$ cat src/rtl/mos_pkg.sv
// Package for the 6502 subset core: payload types, opcodes, codes and flag helpers.
// Used by every RTL file of the core except mos_ram; depends on nothing.
`default_nettype none

package mos_pkg;

    localparam int MEM_DEPTH = 65536;
    localparam int ADDR_W    = $clog2(MEM_DEPTH);
    localparam logic [16:0] DEPTH_LIM = 17'(MEM_DEPTH);

    localparam logic [1:0] FN_LOAD  = 2'd0;
    localparam logic [1:0] FN_RESET = 2'd1;
    localparam logic [1:0] FN_EXEC  = 2'd2;

    localparam logic [1:0] ERR_OK   = 2'd0;
    localparam logic [1:0] ERR_ADDR = 2'd1;
    localparam logic [1:0] ERR_OP   = 2'd2;

    localparam logic [7:0] SP_RESET   = 8'hFF;
    localparam logic [7:0] STACK_PAGE = 8'h01;
    localparam logic [7:0] ZERO_PAGE  = 8'h00;
    localparam logic [7:0] FLAG_N     = 8'b1000_0000;
    localparam logic [7:0] FLAG_V     = 8'b0100_0000;
    localparam logic [7:0] FLAG_D     = 8'b0000_1000;
    localparam logic [7:0] FLAG_I     = 8'b0000_0100;
    localparam logic [7:0] FLAG_Z     = 8'b0000_0010;
    localparam logic [7:0] FLAG_C     = 8'b0000_0001;
    localparam logic [7:0] FLAG_MASK  = 8'hDF;

    localparam logic [7:0] OPC_CLC   = 8'h18;
    localparam logic [7:0] OPC_CLD   = 8'hD8;
    localparam logic [7:0] OPC_CLI   = 8'h58;
    localparam logic [7:0] OPC_CLV   = 8'hB8;
    localparam logic [7:0] OPC_CMP_I = 8'hC9;
    localparam logic [7:0] OPC_CMP_Z = 8'hC5;
    localparam logic [7:0] OPC_CMP_A = 8'hCD;
    localparam logic [7:0] OPC_CPX_I = 8'hE0;
    localparam logic [7:0] OPC_CPX_Z = 8'hE4;
    localparam logic [7:0] OPC_CPX_A = 8'hEC;
    localparam logic [7:0] OPC_CPY_I = 8'hC0;
    localparam logic [7:0] OPC_CPY_Z = 8'hC4;
    localparam logic [7:0] OPC_CPY_A = 8'hCC;
    localparam logic [7:0] OPC_DEC_Z = 8'hC6;
    localparam logic [7:0] OPC_DEC_A = 8'hCE;
    localparam logic [7:0] OPC_INC_Z = 8'hE6;
    localparam logic [7:0] OPC_INC_A = 8'hEE;
    localparam logic [7:0] OPC_LSR_Z = 8'h46;
    localparam logic [7:0] OPC_LSR_A = 8'h4E;
    localparam logic [7:0] OPC_LSR_R = 8'h4A;
    localparam logic [7:0] OPC_DEX   = 8'hCA;
    localparam logic [7:0] OPC_DEY   = 8'h88;
    localparam logic [7:0] OPC_INX   = 8'hE8;
    localparam logic [7:0] OPC_INY   = 8'hC8;
    localparam logic [7:0] OPC_EOR_I = 8'h49;
    localparam logic [7:0] OPC_EOR_Z = 8'h45;
    localparam logic [7:0] OPC_EOR_A = 8'h4D;
    localparam logic [7:0] OPC_LDA_I = 8'hA9;
    localparam logic [7:0] OPC_LDA_Z = 8'hA5;
    localparam logic [7:0] OPC_LDX_I = 8'hA2;
    localparam logic [7:0] OPC_LDX_Z = 8'hA6;
    localparam logic [7:0] OPC_LDY_I = 8'hA0;
    localparam logic [7:0] OPC_LDY_Z = 8'hA4;
    localparam logic [7:0] OPC_JMP   = 8'h4C;
    localparam logic [7:0] OPC_JSR   = 8'h20;
    localparam logic [7:0] OPC_RTS   = 8'h60;
    localparam logic [7:0] OPC_NOP   = 8'hEA;

    typedef struct packed {
        logic [1:0]  func;
        logic [15:0] load_address;
        logic [7:0]  load_data;
    } t_in;

    typedef struct packed {
        logic [15:0] program_counter;
        logic [7:0]  accumulator;
        logic [7:0]  index_x;
        logic [7:0]  index_y;
        logic [7:0]  stack_pointer;
        logic [7:0]  status_flags;
        logic [7:0]  opcode_done;
        logic [1:0]  error_code;
    } t_out;

    typedef enum logic [4:0] {
        K_BAD, K_CLC, K_CLD, K_CLI, K_CLV, K_CMP, K_CPX, K_CPY, K_DEC, K_INC,
        K_LSRM, K_LSRA, K_DEX, K_DEY, K_INX, K_INY, K_EOR, K_LDA, K_LDX, K_LDY,
        K_JMP, K_JSR, K_RTS, K_NOP
    } t_kind;

    typedef enum logic [1:0] {M_IMP, M_IMM, M_ZP, M_ABS} t_mode;

    typedef struct packed {
        t_kind kind;
        t_mode mode;
    } t_dec;

    typedef enum logic [1:0] {RS_PC, RS_ZP, RS_ABS, RS_STK} t_rsel;
    typedef enum logic [1:0] {WS_ALU, WS_RET_HI, WS_RET_LO} t_wsel;

    typedef enum logic [3:0] {
        S_IDLE, S_OPC, S_OP1, S_OP2, S_MEM, S_POP1, S_POP2, S_PUSH1, S_PUSH2, S_FIN
    } t_state;

    typedef struct packed {
        logic  start;
        logic  load_wr;
        logic  do_reset;
        logic  rd_en;
        t_rsel rd_sel;
        logic  pc_inc;
        logic  latch_op;
        logic  latch_lo;
        logic  set_ea_zp;
        logic  set_ea_abs;
        logic  set_ret;
        logic  exec_imp;
        logic  exec_val;
        logic  wr_en;
        t_wsel wr_sel;
        logic  sp_inc;
        logic  sp_dec;
        logic  pc_jmp;
        logic  pc_ea;
        logic  pc_pop;
        logic  set_bad;
        logic  set_unk;
        logic  finish;
    } t_cmd;

    typedef struct packed {
        logic  rd_ok;
        logic  ld_ok;
        logic  stk_ok;
        t_kind kind;
        t_mode mode;
    } t_sts;

    function automatic logic [7:0] f_zn(input logic [7:0] f, input logic [7:0] v);
        logic [7:0] g;
        g = f & ~(FLAG_N | FLAG_Z);
        if (v == 8'd0) g = g | FLAG_Z;
        g = g | (v & FLAG_N);
        return g;
    endfunction

    function automatic logic [7:0] f_cmp(input logic [7:0] f, input logic [7:0] r,
                                         input logic [7:0] v);
        logic [7:0] g;
        g = f_zn(f, 8'(r - v));
        g = g & ~FLAG_C;
        if (r >= v) g = g | FLAG_C;
        return g;
    endfunction

    function automatic logic [7:0] f_lsr(input logic [7:0] f, input logic [7:0] old);
        logic [7:0] g;
        g = f & ~(FLAG_N | FLAG_Z | FLAG_C);
        g = g | (old & FLAG_C);
        if (old[7:1] == 7'd0) g = g | FLAG_Z;
        return g;
    endfunction

    function automatic t_dec f_decode(input logic [7:0] op);
        t_dec d;
        d.kind = K_BAD;
        d.mode = M_IMP;
        case (op)
            OPC_CLC:   d.kind = K_CLC;
            OPC_CLD:   d.kind = K_CLD;
            OPC_CLI:   d.kind = K_CLI;
            OPC_CLV:   d.kind = K_CLV;
            OPC_CMP_I: begin d.kind = K_CMP; d.mode = M_IMM; end
            OPC_CMP_Z: begin d.kind = K_CMP; d.mode = M_ZP; end
            OPC_CMP_A: begin d.kind = K_CMP; d.mode = M_ABS; end
            OPC_CPX_I: begin d.kind = K_CPX; d.mode = M_IMM; end
            OPC_CPX_Z: begin d.kind = K_CPX; d.mode = M_ZP; end
            OPC_CPX_A: begin d.kind = K_CPX; d.mode = M_ABS; end
            OPC_CPY_I: begin d.kind = K_CPY; d.mode = M_IMM; end
            OPC_CPY_Z: begin d.kind = K_CPY; d.mode = M_ZP; end
            OPC_CPY_A: begin d.kind = K_CPY; d.mode = M_ABS; end
            OPC_DEC_Z: begin d.kind = K_DEC; d.mode = M_ZP; end
            OPC_DEC_A: begin d.kind = K_DEC; d.mode = M_ABS; end
            OPC_INC_Z: begin d.kind = K_INC; d.mode = M_ZP; end
            OPC_INC_A: begin d.kind = K_INC; d.mode = M_ABS; end
            OPC_LSR_Z: begin d.kind = K_LSRM; d.mode = M_ZP; end
            OPC_LSR_A: begin d.kind = K_LSRM; d.mode = M_ABS; end
            OPC_LSR_R: d.kind = K_LSRA;
            OPC_DEX:   d.kind = K_DEX;
            OPC_DEY:   d.kind = K_DEY;
            OPC_INX:   d.kind = K_INX;
            OPC_INY:   d.kind = K_INY;
            OPC_EOR_I: begin d.kind = K_EOR; d.mode = M_IMM; end
            OPC_EOR_Z: begin d.kind = K_EOR; d.mode = M_ZP; end
            OPC_EOR_A: begin d.kind = K_EOR; d.mode = M_ABS; end
            OPC_LDA_I: begin d.kind = K_LDA; d.mode = M_IMM; end
            OPC_LDA_Z: begin d.kind = K_LDA; d.mode = M_ZP; end
            OPC_LDX_I: begin d.kind = K_LDX; d.mode = M_IMM; end
            OPC_LDX_Z: begin d.kind = K_LDX; d.mode = M_ZP; end
            OPC_LDY_I: begin d.kind = K_LDY; d.mode = M_IMM; end
            OPC_LDY_Z: begin d.kind = K_LDY; d.mode = M_ZP; end
            OPC_JMP:   begin d.kind = K_JMP; d.mode = M_ABS; end
            OPC_JSR:   begin d.kind = K_JSR; d.mode = M_ABS; end
            OPC_RTS:   d.kind = K_RTS;
            OPC_NOP:   d.kind = K_NOP;
            default:   d.kind = K_BAD;
        endcase
        return d;
    endfunction

endpackage

`default_nettype wire

$ cat src/rtl/mos_ctrl.sv
// Controller of the 6502 subset core: instruction sequencing state machine and output valid.
// Depends on mos_pkg; steers mos_dpath through command and status structs.
`default_nettype none

module mos_ctrl (
    input  wire logic          i_clk,
    input  wire logic          i_rst_n,
    input  wire logic          i_valid,
    output logic               o_stall,
    input  wire logic [1:0]    i_func,
    output logic               o_valid,
    input  wire logic          i_stall,
    input  wire mos_pkg::t_sts i_sts,
    output mos_pkg::t_cmd      o_cmd
);
    import mos_pkg::*;

    t_state r_state, n_state;
    logic   r_out_valid, n_out_valid;
    logic   w_acc, w_out_free;

    assign w_acc      = i_valid && (r_state == S_IDLE);
    assign w_out_free = !r_out_valid || !i_stall;
    assign o_stall    = (r_state != S_IDLE);
    assign o_valid    = r_out_valid;

    always_comb begin
        n_state = r_state;
        case (r_state)
            S_IDLE: begin
                if (w_acc) begin
                    n_state = (i_func == FN_EXEC && i_sts.rd_ok) ? S_OPC : S_FIN;
                end
            end
            S_OPC: begin
                if (i_sts.kind == K_BAD) begin
                    n_state = S_FIN;
                end else if (i_sts.mode == M_IMP) begin
                    n_state = (i_sts.kind == K_RTS && i_sts.rd_ok) ? S_POP1 : S_FIN;
                end else begin
                    n_state = i_sts.rd_ok ? S_OP1 : S_FIN;
                end
            end
            S_OP1: begin
                case (i_sts.mode)
                    M_ZP:    n_state = i_sts.rd_ok ? S_MEM : S_FIN;
                    M_ABS:   n_state = i_sts.rd_ok ? S_OP2 : S_FIN;
                    default: n_state = S_FIN;
                endcase
            end
            S_OP2: begin
                if (i_sts.kind == K_JMP) begin
                    n_state = S_FIN;
                end else if (i_sts.kind == K_JSR) begin
                    n_state = i_sts.stk_ok ? S_PUSH1 : S_FIN;
                end else begin
                    n_state = i_sts.rd_ok ? S_MEM : S_FIN;
                end
            end
            S_MEM:   n_state = S_FIN;
            S_POP1:  n_state = i_sts.rd_ok ? S_POP2 : S_FIN;
            S_POP2:  n_state = S_FIN;
            S_PUSH1: n_state = S_PUSH2;
            S_PUSH2: n_state = S_FIN;
            S_FIN:   n_state = w_out_free ? S_IDLE : S_FIN;
            default: n_state = S_IDLE;
        endcase
    end

    always_comb begin
        o_cmd = '0;
        case (r_state)
            S_IDLE: begin
                if (w_acc) begin
                    o_cmd.start = 1'b1;
                    case (i_func)
                        FN_LOAD: begin
                            o_cmd.load_wr = 1'b1;
                            o_cmd.set_bad = !i_sts.ld_ok;
                        end
                        FN_RESET: o_cmd.do_reset = 1'b1;
                        FN_EXEC: begin
                            o_cmd.rd_en   = 1'b1;
                            o_cmd.rd_sel  = RS_PC;
                            o_cmd.pc_inc  = 1'b1;
                            o_cmd.set_bad = !i_sts.rd_ok;
                        end
                        default: ;
                    endcase
                end
            end
            S_OPC: begin
                o_cmd.latch_op = 1'b1;
                if (i_sts.kind == K_BAD) begin
                    o_cmd.set_unk = 1'b1;
                end else if (i_sts.mode == M_IMP) begin
                    if (i_sts.kind == K_RTS) begin
                        o_cmd.rd_en   = 1'b1;
                        o_cmd.rd_sel  = RS_STK;
                        o_cmd.sp_inc  = 1'b1;
                        o_cmd.set_bad = !i_sts.rd_ok;
                    end else begin
                        o_cmd.exec_imp = 1'b1;
                    end
                end else begin
                    o_cmd.rd_en   = 1'b1;
                    o_cmd.rd_sel  = RS_PC;
                    o_cmd.pc_inc  = 1'b1;
                    o_cmd.set_bad = !i_sts.rd_ok;
                end
            end
            S_OP1: begin
                case (i_sts.mode)
                    M_ZP: begin
                        o_cmd.rd_en     = 1'b1;
                        o_cmd.rd_sel    = RS_ZP;
                        o_cmd.set_ea_zp = 1'b1;
                        o_cmd.set_bad   = !i_sts.rd_ok;
                    end
                    M_ABS: begin
                        o_cmd.latch_lo = 1'b1;
                        o_cmd.rd_en    = 1'b1;
                        o_cmd.rd_sel   = RS_PC;
                        o_cmd.pc_inc   = 1'b1;
                        o_cmd.set_bad  = !i_sts.rd_ok;
                    end
                    default: o_cmd.exec_val = 1'b1;
                endcase
            end
            S_OP2: begin
                if (i_sts.kind == K_JMP) begin
                    o_cmd.pc_jmp = 1'b1;
                end else if (i_sts.kind == K_JSR) begin
                    o_cmd.set_ea_abs = 1'b1;
                    o_cmd.set_ret    = 1'b1;
                    o_cmd.set_bad    = !i_sts.stk_ok;
                end else begin
                    o_cmd.rd_en      = 1'b1;
                    o_cmd.rd_sel     = RS_ABS;
                    o_cmd.set_ea_abs = 1'b1;
                    o_cmd.set_bad    = !i_sts.rd_ok;
                end
            end
            S_MEM: begin
                o_cmd.exec_val = 1'b1;
                if (i_sts.kind == K_DEC || i_sts.kind == K_INC || i_sts.kind == K_LSRM) begin
                    o_cmd.wr_en  = 1'b1;
                    o_cmd.wr_sel = WS_ALU;
                end
            end
            S_POP1: begin
                o_cmd.latch_lo = 1'b1;
                o_cmd.rd_en    = 1'b1;
                o_cmd.rd_sel   = RS_STK;
                o_cmd.sp_inc   = 1'b1;
                o_cmd.set_bad  = !i_sts.rd_ok;
            end
            S_POP2: o_cmd.pc_pop = 1'b1;
            S_PUSH1: begin
                o_cmd.wr_en  = 1'b1;
                o_cmd.wr_sel = WS_RET_HI;
                o_cmd.sp_dec = 1'b1;
            end
            S_PUSH2: begin
                o_cmd.wr_en  = 1'b1;
                o_cmd.wr_sel = WS_RET_LO;
                o_cmd.sp_dec = 1'b1;
                o_cmd.pc_ea  = 1'b1;
            end
            S_FIN: o_cmd.finish = w_out_free;
            default: ;
        endcase
    end

    assign n_out_valid = o_cmd.finish || (r_out_valid && i_stall);

    always_ff @(posedge i_clk) begin
        if (!i_rst_n) begin
            r_state     <= S_IDLE;
            r_out_valid <= 1'b0;
        end else begin
            r_state     <= n_state;
            r_out_valid <= n_out_valid;
        end
    end

`ifndef SYNTHESIS
    a_fin_free: assert property (@(posedge i_clk) disable iff (!i_rst_n)
        (r_state == S_FIN && !r_out_valid) |=> (r_state == S_IDLE && o_valid))
        else $error("finished item did not reach the output register");
    a_valid_src: assert property (@(posedge i_clk) disable iff (!i_rst_n)
        $rose(o_valid) |-> $past(r_state) == S_FIN)
        else $error("output beat raised outside the finish state");
    a_exec_busy: assert property (@(posedge i_clk) disable iff (!i_rst_n)
        (i_valid && !o_stall && i_func == FN_EXEC) |=> r_state != S_IDLE)
        else $error("execute beat left the controller idle");
    a_push_pair: assert property (@(posedge i_clk) disable iff (!i_rst_n)
        r_state == S_PUSH1 |=> r_state == S_PUSH2)
        else $error("return address push split");
`endif

endmodule

`default_nettype wire

$ cat config.mk
export PLATFORM = sky130hd
export DESIGN_NAME = mos_ctrl
export DESIGN_NICKNAME = d
export VERILOG_FILES = /design/src/rtl/mos_pkg.sv /design/src/rtl/mos_ctrl.sv
export SDC_FILE = /design/constraint.sdc
export NUM_CORES = 1
export LEC_CHECK = 0
export BUFFER_PORTS_ARGS = -buffer_cell sky130_fd_sc_hd__buf_2
export CORE_UTILIZATION = 44
export DETAILED_ROUTE_END_ITERATION = 6
export PLACE_DENSITY_LB_ADDON = 0.3
export SYNTH_ARGS = -nofsm -noshare
export SYNTH_HDL_FRONTEND = slang
export SYNTH_SLANG_ARGS = --single-unit
export TNS_END_PERCENT = 30
$ cat constraint.sdc
create_clock -name i_clk -period 2 [get_ports i_clk]
set_input_delay 0.2 -clock i_clk [delete_from_list [all_inputs] [get_ports i_clk]]
set_output_delay 0.2 -clock i_clk [all_outputs]
set_load 0.01 [all_outputs]
==> impl_results.md, run 1 <==
- Synth area leaders: dfxtp_1 (12%), nand2_1 (8.8%), o21ai_0 (4.3%), inv_1 (4.1%), nor2_1 (3.7%)
- Clock latency on the worst-skew pair: 0.24 ns
- Period minus WS final: 1.94 ns
- Detail-routed via count per cell: 5.96
- Layout area overhead: 37.2%
- Final TNS setup: 0 ns
- Num CTS Buffers: 3
- Hold Path Class: in2reg
- GP Congestion: between 0.9 and 1
- Ys flop type: dfxtp_1
- Fin cells: 188
- Starting density of the core: 47.2%
- Largest stage delay, worst path: 0.37 ns
- Worst-path maximum fanout: 6
- TritonCTS clock tree: done
- Clk root buf: clkbuf_4
- Grt ovf: 0
- # clock sinks: 5
- Row count: 15
- Area leader, netlist: dfxtp_1
- Vias in the first global route: 929
- Crit Path Class: reg2out
- CP bufs+invs: 1
- Slew Viols, Final: 0
- Die height: 45.0 um
- Max Root-Sink Buffers: 2
- Wire per inst: 14.5 um
- Fin crit share: 97.2%
- ANT nets after route: 0
- Power density over cell area: 898 nW/um2
- I/O Buffers: 42
- Core area: 1730 um2
- CP max-delay cell: dfxtp_4
- Lkg Pwr: 0.577 nW
- Post-synth EDFFs: 0
- Yosys Warn Count: 0
- Clock Skew: 0.000963 ns
- WL final: about 2700 um
- Crit-path cells: nor4_4, nand2_2, or3_4, o221ai_2, buf_2
- NumNets Final: 180
- Initial drt markers: between 50 and 60
- Synth cell types: 52
- Syn avg cell area: 7.02 um2
- DRC viols: 0
- CP Capture Type: output pin
- Dpl cells: between 150 and 200
- Clock-pin slew on the worst setup and hold paths: about 0.040 ns
- Worst vdd ir: between 0.0004 and 0.0005 V
- GRT Total Usage: 28.7%
- Fin. Hold Viols: 0
- First-pass GRT wire length: about 4300 um
- IO Count: 43
- Largest net degree at the start of global routing: 12
- #FFs+latches synth: 5
- Critical Path Start Type: flop
- Post-DP HPWL: 2130 um
- CP delay by family, top: simple AND/OR/NAND/NOR gates
- F_max: 515 MHz
- Top cell type's share of synthesized area: 12.3%
- Syn_nets: 132
- Register area share after synthesis: 12.3%
- Worst slew pin tran: 0.512 ns
- Top-count cell post-synth: nand2_1
- Async S/R FF share, synth: 0%
- Relative slew slack: 65.0%
- Worst Path Required: around 1.8 ns
- RSZ-0062 raised after global routing: no
- Setup violations, final: 0
- Commonest cells post-synth: nand2_1 (19), inv_1 (9), nor2_1 (8), o21ai_0 (7)
- Antenna violations before repair: 0
- Post-Syn Area: 815 um2
- Post-Syn Instances: ~120
- Ant. Diodes: 0
- CTS hold repair buffers: 0
- Share of cells above drive strength 1: 42.9%
- Drt first pass iters: 4
- Crit path DAT: 1.74 ns
- H-tree levels: 1
- Total Die Area: 2030 um2
- DR vias: around 1,100
- Die width: 45.0 um
- Maxcap violations: 0
- Status: finished clean
==> metal layers <==
metal	vias to the layer above	global-route usage, %	share of wire (%)
met5	-	0	0
met1	519	37.6	41
met2	63	48.7	49
met4	0	9.70	1.8
met3	6	3.20	7.8
li1	532	-	-
==> kinds of logic after synthesis <==
family                 Yosys count  synth area share [%]
AND/OR/NAND/NOR                 58                  42.7
AO/OA/AOI/OAI                   36                  34.1
flip-flops                       5                  12.3
buffers and inverters           17                  10.9
==> cell type report <==
cell class	instances	area (um2)
well taps	25	31.3
clock buffers	4	26.3
fillers	162	609
multi-input cells	94	642
flip-flops and latches	5	110
inverters	10	37.5
repair buffers	50	270
==> power breakdown <==
group	switching (mW)	leakage [nW]	internal [mW]
Sequential	0.0550	0.0430	0.128
Clock	0.0422	0.0150	0.0755
Combinational	0.392	0.519	0.311
Total	0.489	0.577	0.514
==> stage by stage <==
step	power, mW	cell area, um2	util, %	setup slack, ns	hold WS [ns]
global route	1.08	1120	64.7	0.00235	0.252
finish	1.00	1120	64.7	0.0564	0.235
floorplan	0.604	815	-	0.311	0.354
global placement	0.820	1050	60.8	0.248	0.478
detailed placement	0.835	1050	60.8	0.164	0.488
CTS	0.971	1090	62.9	0.00591	0.233
==> flip-flops by register name, summed over array words and instances, names as in the netlist <==
register  flops
o_valid       1
r_state       4
==> repair_timing <==
action,4_1_cts,5_1_grt
endpoints found under the setup margin,1,1
resized for setup,2,7
hold endpoints to repair,0,0
pin swaps,0,3
setup buffers,0,2
==> final timing paths <==
check                          start                       to  slack (ns)  cells past startpoint
max reg2reg  r_state[0]$_SDFFE_PN0P_  r_state[2]$_SDFFE_PN0P_        0.52                      4
min                          i_rst_n       o_valid$_SDFF_PN0_        0.24                      2
max          r_state[1]$_SDFFE_PN0P_                 o_cmd[2]        0.06                      5
min reg2reg       o_valid$_SDFF_PN0_       o_valid$_SDFF_PN0_        0.53                      2
==> cells in the final DEF (no fill, tap or decap), types with 3 or more instances in the layout <==
| cell type | synthesis | final |
|---|---|---|
| o21ai_0 | 7 | 7 |
| buf_2 | 2 | 42 |
| nor2_1 | 8 | 8 |
| inv_1 | 9 | 9 |
| a31oi_1 | 3 | 3 |
| clkbuf_4 | 0 | 3 |
| a21oi_1 | 5 | 5 |
| nor3_1 | 3 | 3 |
| nor2b_1 | 3 | 3 |
| buf_4 | 2 | 8 |
| nand2_1 | 19 | 18 |
Note: power is estimated with default switching activity, not from simulation.
==> inputs of run 2 (changes only) <==
REMOVE_ABC_BUFFERS = 1   (was unset)
==> impl_results.md, run 2 (synthesis results as in run 1) <==
- Layout fillers: roughly 160
- Row count: 15
- F_max: 512 MHz
- CP max-delay cell: dfxtp_4
- Grt ovf: 0
- Fin cells: 189
- Total Die Area: 2030 um2
- TritonCTS clock tree: done
- Post-DP Area: ~1000 um2
- Ant. Diodes: 0
- Crit-path cells: nor4b_4, o21ai_4, o221a_4, o221ai_2, buf_2
- Crit path DAT: approximately 1.8 ns
- Drt first pass iters: 6
- First-pass GRT wire length: roughly 4200 um
- Lkg Pwr: 0.580 nW
- GRT Total Usage: between 20% and 30%
- # clock sinks: 5
- Vias in the first global route: about 960
- DRC viols: 2
- Clock-pin slew on the worst setup and hold paths: 0.05 ns
- Hold Path Class: in2reg
- H-tree levels: 1
- I/O Buffers: 42
- Post-Place Setup Slack: 0.160 ns
- Worst slew pin tran: 0.553 ns
- CP Capture Type: output pin
- Core area: 1730 um2
- Largest net degree at the start of global routing: 14
- Crit Path Class: reg2out
- Worst Path Required: 1.80 ns
- Sequential standard cell area: 113 um2
- IO Count: 43
- CTS hold repair buffers: 0
- Worst-path maximum fanout: 13
- Starting density of the core: between 40% and 50%
- Max reg flops: 4
- Leading cell type in the layout, fill and taps excluded: buf_2
- Setup violations, final: 0
- Share of cells above drive strength 1: 42.7%
- Detail-routed via count per cell: 5.85
- WL final: 2760 um
- Slew Viols, Final: 0
- Die height: between 40 and 50 um
- Worst vdd ir: 0.000552 V
- Period minus WS final: 1.95 ns
- Fin. Hold Viols: 0
- Antenna violations before repair: 0
- Largest stage delay, worst path: between 0.3 and 0.4 ns
- Max Root-Sink Buffers: 2
- Core Util, Final: 65.1%
- Multi-input logic area: around 640 um2
- RSZ-0062 raised after global routing: yes
- Final Instance Area: approximately 1100 um2
- Most frequent cells in the layout: buf_2 (42), nand2_1 (19), inv_1 (9), buf_4 (9), nor2_1 (8)
- NumNets Final: 181
- Reg2Reg Setup Slack: 0.37 ns
- ANT nets after route: 0
- Clock Skew: 0.00500 ns
- GP Congestion: 0.880
- Layout area overhead: 38.1%
- Clk root buf: clkbuf_4
- Wire per inst: 14.6 um
- Die width: 45.0 um
- Fin crit share: 97.7%
- Num CTS Buffers: 3
- Clock latency on the worst-skew pair: approximately 0.25 ns
- Status: finished with violations
- Post-DP HPWL: 2090 um
- Initial drt markers: 63
- Pwr Total: between 1 and 1.5 mW
- Maxcap violations: 0
- Failing checks: design-rule violations
- Power density over cell area: 928 nW/um2
- Relative slew slack: 62.2%
- Biggest register: r_state
- Dpl cells: 181
- DR vias: around 1,100
- Critical Path Start Type: flop
- Worst setup margin: 0.0453 ns
-- run 2: cell types whose count changed in the layout (fill, tap and decap cells not counted) --
| cell | delta |
|---|---|
| buf_4 | +1 |
| dfxtp_2 | -1 |
| dfxtp_4 | +1 |
| nand2_1 | +1 |
| nand2_2 | -1 |
-- run 2: worst paths after layout --
path                                              start                       to  cells after the start
worst max-delay path            r_state[1]$_SDFFE_PN0P_                 o_cmd[2]                      5
worst max register to register  r_state[3]$_SDFFE_PN0P_  r_state[3]$_SDFFE_PN0P_                      5
worst min-delay path                            i_rst_n       o_valid$_SDFF_PN0_                      2
worst min register to register       o_valid$_SDFF_PN0_       o_valid$_SDFF_PN0_                      2
-- run 2: metrics by stage --
| stage | hold WS [ns] | TNS [ns] |
|---|---|---|
| finish | 0.241 | 0 |
| global route | 0.230 | -0.00687 |
| CTS | 0.234 | 0 |
| detailed placement | 0.494 | 0 |
| global placement | 0.480 | 0 |
| floorplan | 0.354 | 0 |
-- run 2: power breakdown --
group	switching, mW	internal [mW]	total, mW
logic	0.381	0.340	0.721
registers	0.0684	0.132	0.200
clock network	0.0466	0.0758	0.122
total	0.496	0.548	1.04
-- run 2: final cells by class --
cell class,instances,share of cell area (%)
repair buffers,51,24.7
clock buffers,4,2.34
well taps,25,2.78
multi-input cells,94,56.8
flip-flops and latches,5,10.0
inverters,10,3.34
-- run 2: worst max-delay path, delay by kind of cell, from the launching register on --
| kind | cells | cell delay (ns) |
|---|---|---|
| flip-flops | 1 | 0.39 |
| AND/OR/NAND/NOR | 1 | 0.38 |
| buffers and inverters | 1 | 0.15 |
| AO/OA/AOI/OAI | 3 | 0.57 |
-- run 2: per-layer routing --
| metal | share of wire (%) | track usage (%) | wire length (um) | vias up |
|---|---|---|---|---|
| met5 | 0 | 0 | 0 | - |
| li1 | - | - | - | 528 |
| met3 | 6.6 | 2.80 | 182 | 8 |
| met4 | 2.1 | 8.48 | 57 | 0 |
| met1 | 43 | 37.9 | 1190 | 504 |
| met2 | 48 | 46.1 | 1330 | 65 |
-- run 2: repair_timing --
item,in CTS,in global routing
setup endpoints to repair,1,2
gates resized for setup,4,5
pin swaps,2,3
buffers inserted,1,3
